## src/design/bsa_pkg.sv

```systemverilog
// ----------------------------------------------------------------------------
// Bit stack array package
// Shared sizes, request codes and status codes for the bit stack array.
// ----------------------------------------------------------------------------
package bsa_pkg;

	// Storage geometry.
	localparam int CAPACITY_BITS = 4096;
	localparam int WORD_BITS     = 64;
	localparam int WORD_COUNT    = (CAPACITY_BITS + WORD_BITS - 1) / WORD_BITS;
	localparam int SEL_W         = $clog2(WORD_BITS);
	localparam int ADDR_W        = (WORD_COUNT > 1) ? $clog2(WORD_COUNT) : 1;

	// Field widths of the request and result items.
	localparam int POS_W = 12;
	localparam int LEN_W = 13;

	// Request operations.
	typedef enum logic [1:0] {
		OP_SET  = 2'd0,
		OP_GET  = 2'd1,
		OP_PUSH = 2'd2,
		OP_POP  = 2'd3
	} op_t;

	// Result status codes.
	typedef enum logic [1:0] {
		ST_OK    = 2'd0,
		ST_RANGE = 2'd1,
		ST_FULL  = 2'd2,
		ST_EMPTY = 2'd3
	} status_t;

endpackage

```

## src/design/bsa_ram.sv

```systemverilog
// ----------------------------------------------------------------------------
// Bit stack array word memory
// Simple dual-port synchronous RAM: one write port, one registered read port.
// A read and a write to the same address in one cycle return the old word.
// ----------------------------------------------------------------------------
module bsa_ram #(
	parameter int DEPTH  = 64,
	parameter int WIDTH  = 64,
	parameter int ADDR_W = (DEPTH > 1) ? $clog2(DEPTH) : 1
) (
	input  logic              clk,
	input  logic              we,
	input  logic [ADDR_W-1:0] waddr,
	input  logic [WIDTH-1:0]  wdata,
	input  logic              re,
	input  logic [ADDR_W-1:0] raddr,
	output logic [WIDTH-1:0]  rdata
);

	logic [WIDTH-1:0] mem [DEPTH];

	// Write port.
	always_ff @(posedge clk) begin
		if (we) begin
			mem[waddr] <= wdata;
		end
	end

	// Registered read port; data holds while no read is issued.
	always_ff @(posedge clk) begin
		if (re) begin
			rdata <= mem[raddr];
		end
	end

endmodule

```

## src/design/bit_stack_array_core.sv

```systemverilog
// ----------------------------------------------------------------------------
// Bit stack array core
// Fixed-capacity bit vector with a length: set, get, push and pop requests.
// ----------------------------------------------------------------------------
// Each request gives exactly one result. The core sustains one request per
// clock cycle while the output is not stalled. A result passes through the
// stage 1 registers and the output register before it is offered. That rate
// is set by the word memory, which does one read per request and a write
// back for each set or push that succeeds; a request that touches the word
// written by the request just ahead of it gets that word forwarded. The
// length is kept in a register and updated when a request is accepted, so
// status and length are decided at once. An output register holds a
// finished result while the next request is taken. No clearing pass is needed after reset.
module bit_stack_array_core (
	input  logic        clk,
	input  logic        arst_n,
	input  logic        s_axis_tvalid,
	output logic        s_axis_tready,
	// [1:0] req_type, [13:2] bit_index, [14] bit_value, [15] zero
	input  logic [15:0] s_axis_tdata,
	output logic        m_axis_tvalid,
	input  logic        m_axis_tready,
	// [1:0] status, [2] read_bit, [15:3] length_now
	output logic [15:0] m_axis_tdata
);
	import bsa_pkg::*;

	// Request fields.
	op_t              req_op;
	logic [POS_W-1:0] req_idx;
	logic             req_val;

	assign req_op  = op_t'(s_axis_tdata[1:0]);
	assign req_idx = s_axis_tdata[13:2];
	assign req_val = s_axis_tdata[14];

	// Current length and decode at accept time.
	logic [LEN_W-1:0] count_q;
	logic [LEN_W-1:0] count_next;
	status_t          dec_status;
	logic [POS_W-1:0] dec_pos;
	logic             dec_wr;
	logic             dec_rd;

	logic accept;
	logic adv;

	// Stage 1 request registers.
	logic             v_s1;
	status_t          status_s1;
	logic [LEN_W-1:0] len_s1;
	logic [POS_W-1:0] pos_s1;
	logic             wr_s1;
	logic             rd_s1;
	logic             val_s1;
	logic             fwd_hit_s1;
	logic [WORD_BITS-1:0] fwd_word_s1;

	// Memory ports.
	logic                 ram_we;
	logic [ADDR_W-1:0]    ram_waddr;
	logic [WORD_BITS-1:0] ram_wdata;
	logic [ADDR_W-1:0]    ram_raddr;
	logic [WORD_BITS-1:0] ram_rdata;

	// Stage 1 word update.
	logic [WORD_BITS-1:0] cur_word;
	logic [WORD_BITS-1:0] new_word;
	logic [SEL_W-1:0]     sel_s1;
	logic                 rbit_s1;

	// Output register.
	logic             out_valid_q;
	status_t          out_status_q;
	logic             out_bit_q;
	logic [LEN_W-1:0] out_len_q;

	// Handshake: stage 1 moves on when the output register is free or drained.
	assign adv           = v_s1 && (!out_valid_q || m_axis_tready);
	assign s_axis_tready = !v_s1 || adv;
	assign accept        = s_axis_tvalid && s_axis_tready;

	// Decide status, new length and bit position from the current length.
	always_comb begin
		count_next = count_q;
		dec_status = ST_OK;
		dec_pos    = req_idx;
		dec_wr     = 1'b0;
		dec_rd     = 1'b0;
		unique case (req_op)
			OP_SET, OP_GET: begin
				if ({1'b0, req_idx} >= count_q) begin
					dec_status = ST_RANGE;
				end else begin
					dec_wr = (req_op == OP_SET);
					dec_rd = (req_op == OP_GET);
				end
			end
			OP_PUSH: begin
				dec_pos = count_q[POS_W-1:0];
				if (count_q >= LEN_W'(CAPACITY_BITS)) begin
					dec_status = ST_FULL;
				end else begin
					dec_wr     = 1'b1;
					count_next = count_q + LEN_W'(1);
				end
			end
			OP_POP: begin
				count_next = count_q - LEN_W'(1);
				dec_pos    = count_next[POS_W-1:0];
				if (count_q == '0) begin
					dec_status = ST_EMPTY;
					count_next = count_q;
				end else begin
					dec_rd = 1'b1;
				end
			end
			default: begin
				dec_status = ST_OK;
			end
		endcase
	end

	// Read the addressed word when a request is accepted.
	assign ram_raddr = dec_pos[POS_W-1:SEL_W];

	// Length register and stage 1 valid.
	always_ff @(posedge clk or negedge arst_n) begin
		if (!arst_n) begin
			count_q <= '0;
			v_s1    <= 1'b0;
		end else begin
			if (accept) begin
				count_q <= count_next;
			end
			if (accept) begin
				v_s1 <= 1'b1;
			end else if (adv) begin
				v_s1 <= 1'b0;
			end
		end
	end

	// Stage 1 payload, with a forward of a write to the same word this cycle.
	always_ff @(posedge clk) begin
		if (accept) begin
			status_s1   <= dec_status;
			len_s1      <= count_next;
			pos_s1      <= dec_pos;
			wr_s1       <= dec_wr;
			rd_s1       <= dec_rd;
			val_s1      <= req_val;
			fwd_hit_s1  <= ram_we && (ram_waddr == ram_raddr);
			fwd_word_s1 <= ram_wdata;
		end
	end

	// Merge the bit into the word and pick the read bit.
	assign sel_s1   = pos_s1[SEL_W-1:0];
	assign cur_word = fwd_hit_s1 ? fwd_word_s1 : ram_rdata;

	always_comb begin
		new_word         = cur_word;
		new_word[sel_s1] = val_s1;
	end

	assign rbit_s1   = rd_s1 && cur_word[sel_s1];
	assign ram_we    = adv && wr_s1;
	assign ram_waddr = pos_s1[POS_W-1:SEL_W];
	assign ram_wdata = new_word;

	bsa_ram #(
		.DEPTH (WORD_COUNT),
		.WIDTH (WORD_BITS),
		.ADDR_W(ADDR_W)
	) u_ram (
		.clk  (clk),
		.we   (ram_we),
		.waddr(ram_waddr),
		.wdata(ram_wdata),
		.re   (accept),
		.raddr(ram_raddr),
		.rdata(ram_rdata)
	);

	// Output register valid.
	always_ff @(posedge clk or negedge arst_n) begin
		if (!arst_n) begin
			out_valid_q <= 1'b0;
		end else if (adv) begin
			out_valid_q <= 1'b1;
		end else if (m_axis_tready) begin
			out_valid_q <= 1'b0;
		end
	end

	// Output register payload.
	always_ff @(posedge clk) begin
		if (adv) begin
			out_status_q <= status_s1;
			out_bit_q    <= rbit_s1;
			out_len_q    <= len_s1;
		end
	end

	assign m_axis_tvalid = out_valid_q;
	assign m_axis_tdata  = {out_len_q, out_bit_q, out_status_q};

	// The length never goes beyond the capacity.
	a_len_cap: assert property (@(posedge clk) disable iff (!arst_n)
		count_q <= LEN_W'(CAPACITY_BITS))
		else $error("length beyond capacity");

	// The memory is written only when stage 1 hands its result on.
	a_wr_adv: assert property (@(posedge clk) disable iff (!arst_n)
		ram_we |-> (v_s1 && adv))
		else $error("memory write without stage advance");

	// A push that is not full raises the length by one.
	a_push_inc: assert property (@(posedge clk) disable iff (!arst_n)
		(accept && req_op == OP_PUSH && count_q < LEN_W'(CAPACITY_BITS))
		|=> (count_q == $past(count_q) + LEN_W'(1)))
		else $error("push did not raise length");

	// A refused request never reports a read bit.
	a_err_bit: assert property (@(posedge clk) disable iff (!arst_n)
		(out_valid_q && out_status_q != ST_OK) |-> !out_bit_q)
		else $error("read bit set on refused request");

endmodule

```

## config.mk

```make
export PLATFORM = sky130hd
export DESIGN_NAME = bit_stack_array_core
export DESIGN_NICKNAME = d
export VERILOG_FILES = /design/src/design/bsa_pkg.sv /design/src/design/bsa_ram.sv /design/src/design/bit_stack_array_core.sv
export SDC_FILE = /design/constraint.sdc
export NUM_CORES = 2
export LEC_CHECK = 0
export ABC_AREA = 0
export BUFFER_PORTS_ARGS = -buffer_cell sky130_fd_sc_hd__buf_2
export CORE_ASPECT_RATIO = 1.25
export CORE_MARGIN = 2
export CORE_UTILIZATION = 55
export DETAILED_ROUTE_END_ITERATION = 8
export PLACE_DENSITY = 0.69
export RECOVER_POWER = 100
export SYNTH_ARGS = -nofsm -noshare
export SYNTH_HDL_FRONTEND = slang
export SYNTH_HIERARCHICAL = 1
export SYNTH_SLANG_ARGS = --single-unit
```

## constraint.sdc

```tcl
create_clock -name clk -period 6.4 [get_ports clk]
set_input_delay 0 -clock clk [delete_from_list [all_inputs] [get_ports clk]]
set_output_delay 0 -clock clk [all_outputs]
set_load 0.005 [all_outputs]
```

-- After elaboration in Yosys (flattened, before gate mapping)
Memories as Yosys holds them, arrays and structs flattened. A register that Yosys moved wholly into a read port is not among the register bits.
Index checks and enable logic that the tools add are counted.
- register bits after elaboration: 126
- latch bits: 0
- RAM bits: 4096
- bits in read-only memories: 0
- input port bits: 20
- output and inout port bits: 18
- word-level logic and storage cells: 66
- memories kept: 1
- memory list (memory ; depth ; width ; read ports ; clocked after Yosys merged registers in ; write ports ; RTL line ; RTL):
    u_ram.mem ; 64 ; 64 ; 1 ; 1 ; 1 ; bsa_ram.sv:20 ; logic [WIDTH-1:0] mem [DEPTH];
- add/sub/neg operators: 2
- multiply operators: 0
- div/mod/pow operators: 0
- $lt $le $gt $ge: 4
- equality and inequality tests: 4
- shift operators: 0
- multiplexer cells: 26
- bitwise operators: 0
- reduce and logical (&&, ||, !) cells: 15
- operators by type and width (cell ; count):
    64-bit bitwise mux ; 1
    64-bit two-way mux ; 1
    13-bit two-way mux ; 2
    13-bit one-hot mux with 2 select lines ; 1
    12-bit one-hot mux with 2 select lines ; 1
    13-bit by 1-bit adder with 13-bit output, second input constant ; 1
    12-bit by 13-bit >= comparator with 1-bit output ; 1
    13-bit >= comparator, second input constant ; 1
    13-bit zero test ; 1
    1-bit two-way mux ; 13
    13-bit by 1-bit subtractor with 13-bit output, second input constant ; 1
    6-bit by 7-bit < comparator with 1-bit output, second input constant ; 1
    1-bit binary-select mux with 6-bit select ; 1
    1-bit demux with 6-bit select ; 1
    6-bit equality test ; 1
    6-bit by 1-bit >= comparator with 1-bit output, second input constant ; 1
    1-bit logical AND ; 6
    2-bit one-hot mux with 3 select lines ; 1
    2-bit equality test, second input constant ; 2
    2-bit two-way mux ; 2
    1-bit one-hot mux with 2 select lines ; 2
    2-bit nonzero test ; 2
    2-bit by 1-bit equality test with 1-bit output, second input constant ; 1
    1-bit zero test ; 2
    3 further kinds ; 4

-- Logic depth before layout (Yosys ltp)
- depth after elaboration: 6
- gate-level depth with buffers: 17
- depth with buffers taken out: 11

-- Hierarchy
The synthesis kept the hierarchy.
- by module, submodules not included (module ; instances ; cells an instance ; area each (um^2) ; seq. area each (um^2)):
    bsa_ram ; 1 ; 6598 ; 156989.3 ; 124919.8
    bit_stack_array_core ; 1 ; 689 ; 7604.8 ; 3708.6

-- Worst setup path before layout
OpenSTA, ideal clock, no wires.
- path type: register to register
- start point: reg pos_s1[9]
- end point: mem u_ram.mem[48][0], enable pin
- setup time: 0.564 ns
- arrival: 5.318 ns
- required time: 5.836 ns
- path slack: 0.518 ns
- cell stages (with the launch flop): 5
- path buffers: 1
- clock period less this slack: 5.882 ns
- cells stage by stage: edfxtp_1 -> clkbuf_1 -> nor2b_1 -> nand4b_1 -> nor3_1
- RTL lines (what ; RTL line ; RTL):
    start, declared ; bit_stack_array_core.sv:52 ; logic [POS_W-1:0] pos_s1;
    start signal, assigned ; bit_stack_array_core.sv:149 ; pos_s1 <= dec_pos;
    end, declared ; bsa_ram.sv:20 ;
Straight into the memory's write port.

-- Worst setup path after layout
- start point: reg out_valid_q (netlist: m_axis_tvalid)
- end point: mem u_ram.mem[16][35], enable pin
- longest elaborated chain between the ends: 6
- RTL lines (what ; RTL line ; RTL):
    start, declared ; bit_stack_array_core.sv:73 ; logic out_valid_q;
    start signal, assigned ; bit_stack_array_core.sv:189 ; out_valid_q <= 1'b0;
    start signal, assigned ; bit_stack_array_core.sv:191 ; out_valid_q <= 1'b1;
    start signal, assigned ; bit_stack_array_core.sv:193 ; out_valid_q <= 1'b0;
    1-bit zero test ; bit_stack_array_core.sv:79 ; assign adv = v_s1 && (!out_valid_q || m_axis_tready);
    1-bit logical OR ; bit_stack_array_core.sv:79 ;
    1-bit logical AND ; bit_stack_array_core.sv:79 ;
    1-bit logical AND ; bit_stack_array_core.sv:168 ; assign ram_we = adv && wr_s1;
    via ram_we ; bit_stack_array_core.sv:60 ; logic ram_we;
    1-bit two-way mux ; bsa_ram.sv:24 ; if (we) begin
    1-bit two-way mux (not written as such) ; bsa_ram.sv:25 ; mem[waddr] <= wdata;
The timed path passes the listed nets, and every way through them passes these cells.

==> qor.txt <==
most common cell after layout, fill and taps aside - edfxtp_1
#FFs+latches synth - 4286
total global routing overflow - 0
most frequent cells in the layout - edfxtp_1 (4271), mux4_2 (1024), clkbuf_16 (397)
Post-Route Skew - 57.3 ps
synthesized area - 165000 sq um
fin cells - 11900
RR Startpoint - m_axis_tvalid
vias in the first global route - 81300
R2R setup slack - 290 ps
1st-pass router iterations - 8
area occupied by multi-input gates - 34000 sq um
maximum vdd ir drop - 0.000258 V
Rows - 224
largest net degree at the start of global routing - 90
Slowest-stage cell, CP - nor2_1
Placeable Area - 298000 sq um
TritonCTS clock tree - built
Avg Inst Size Synth - 22.6 sq um
top_reg_cell synth - edfxtp_1
pwr/cell area - 354 nW/um^2
setup tns final - 0 ps
CTS Buf Count - 386
final hold vios - 0
first-pass GRT wire length - 604 mm
Post-CTS Setup Inserts - 0
cells after synthesis - 7287
crit-path leading delay family - simple AND/OR/NAND/NOR gates
library cells used by synthesis - 75
Worst Setup Path Type - reg2reg
vias per cell - 6.84
Seq/Total Area, Yosys - 78.1%
Layout area overhead - 11.2%
worst rel slew slack - -205%
initial antenna violation count - 13
yosys warns - 6
reg-to-reg endpoint - u_ram/mem[16][35]
failing checks - max-capacitance violations, max-slew violations
crit path DAT - 6600 ps
Clock Tree Root - clkbuf_16
via count - 81000
DIE WIDTH - 493 um
Filler cells - 19900
Die Y - 616 um
post-route minimum period - 6110 ps
Worst path max stage delay - 2500 ps
worst-path cell chain - nand2b_1, and3_1, nor2b_1, nand2_1, nor2_1, clkbuf_2
register area - 129000 sq um
startpoint types - flop
Top Ports - 38
crit-path max FO - 28
H-tree depth - 5
FFs w/ async S/R, synth - 0.350%
IO Port Bufs - 36
nets@finish - 7608
DP Wirelength - 225 mm
status - finished, violations left
worst-skew pair later-pin latency - 940 ps
CTS sink cnt - 4286
Worst Hold Endpoint - count_q[12]
Residual DRC - 0
Die Area - 304000 sq um
worst hold start - s_axis_tvalid
EDFF count, synth - 4271
share of post-route cells with drive strength above 1 - 23.8%
cells on worst reg2reg path - 6
Antenna Nets Post-Route - 0
GRT Total Usage - 28.2%
final WL - 429 mm
Pins Over Slew Limit - 7827
Critical Path RT - 6890 ps
RSZ-0062 raised after global routing - false
GPL Wtd Cong - 0.839
Initial Util - 55.2%
CP Buf/Inv Count - 1
Fin Hold WS - 69.1 ps
worst hold-check path type - in2reg
placed insts - 11100
WL/cell - 36.2 um
hold path cells - 5
Tcrit/Tclk final - 95.4%
Worst-path clk slew - 70 ps
Synthesized Nets - 7321
Iteration-0 DRC Markers - 11200
final setup vio count - 0
Fmax - 164 MHz
Worst setup EP type - flop
worst slew pin tran - 4580 ps
leak pwr - 56.5 nW
crit path from - m_axis_tvalid
CTS max path bufs - 4
Max-Cap Viols - 184
-- registers in the layout, indices dropped and copies added, names as in the netlist --
| name | count |
|---|---|
| count_q | 13 |
| fwd_hit_s1 | 1 |
| fwd_word_s1 | 64 |
| len_s1 | 13 |
| m_axis_tvalid | 1 |
| out_bit_q | 1 |
| out_len_q | 13 |
| out_status_q | 2 |
| pos_s1 | 12 |
| rd_s1 | 1 |
| status_s1 | 2 |
| u_ram/mem | 4096 |
| u_ram/rdata | 64 |
| v_s1 | 1 |
| val_s1 | 1 |
| wr_s1 | 1 |
-- synth_stat cells (all sizes together) (10+ instances only) --
cell type,instances,area share [%]
edfxtp,4271,78
mux4,1024,14
buf,263,0.89
mux2i,201,1.2
clkbuf,170,0.39
a22oi,169,0.77
nor2,140,0.32
o22ai,124,0.47
nand2,93,0.21
a22o,89,0.47
o21ai,71,0.22
and3,67,0.25
nand3,65,0.20
a211oi,64,0.29
o31a,64,0.34
o221ai,42,0.22
inv,35,0.080
or3,33,0.13
nor2b,32,0.12
xnor2,30,0.16
or2,29,0.11
a41oi,27,0.15
a31oi,23,0.087
a2bb2oi,19,0.10
a21oi,15,0.048
dfrtp,15,0.23
ha,14,0.11
nand2b,14,0.053
nor3,13,0.056
nand4,11,0.051
nand3b,10,0.048
nor4,10,0.055
-- routing by layer --
metal,share of wire [%],wire length [um],track usage [%],vias to the layer above
met2,49,212000,46.5,4820
met1,35,150000,37.2,43400
met4,5.0,21400,11.1,4
met5,0.0065,28,0,-
met3,11,46300,5.76,1042
li1,-,-,-,31800
-- stage by stage --
stage          cell area (sq um)  total power (W)  setup slack, ps  util (%)
3_3_place_gp              171000           0.0418             1110      57.4
4_1_cts                   184000           0.0650              984      61.8
6_report                  183000           0.0647              294      61.4
2_1_floorplan             165000           0.0394              518         -
3_5_place_dp              171000           0.0421             1020      57.4
5_1_grt                   183000           0.0666              364      61.4
-- final cells by class --
type | count | area share [%]
antenna | 10 | 0.0137
clock buffer | 451 | 5.54
clock inverter | 251 | 1.34
inverter | 35 | 0.0725
multi-input combinational | 2533 | 18.6
sequential | 4286 | 70.3
tap | 3955 | 2.70
timing repair buffer | 332 | 1.48
-- kinds of logic after synthesis --
| logic type | share of synthesized area (%) |
|---|---|
| flops | 78.1 |
| mux | 15.2 |
| compound gates | 3.28 |
| simple gates | 1.68 |
| buf+inv | 1.35 |
| xor+xnor | 0.186 |
| fa+ha+maj | 0.106 |
-- worst min-delay path: stages --
cell	delay, ps
dlygate4sd3_1	520
buf_2	120
nand2_1	150
nand2_1	110
nand2_1	60
-- where the power goes --
| part | internal, W | switching, W | total (W) |
|---|---|---|---|
| clock | 0.0132 | 0.0100 | 0.0232 |
| sequential | 0.0326 | 0.000203 | 0.0328 |
| combinational | 0.00345 | 0.00528 | 0.00873 |
| total | 0.0492 | 0.0155 | 0.0647 |
-- worst max-delay path by stage --
stage | to | slack, ps | depth (start not counted)
finish | u_ram/mem[16][35] | 290 | 6
CTS | u_ram/rdata[37] | 980 | 12
detailed placement | u_ram/rdata[37] | 1020 | 12
global route | u_ram/rdata[52] | 360 | 10
global placement | u_ram/rdata[37] | 1110 | 12
floorplan | u_ram/mem[48][0] | 520 | 4
-- repair_timing --
| item | in CTS | in global routing |
|---|---|---|
| resized for setup | 0 | 0 |
| hold endpoints to repair | 101 | 0 |
| hold buffers | 34 | 0 |
Note: power is estimated with default switching activity, not from simulation.
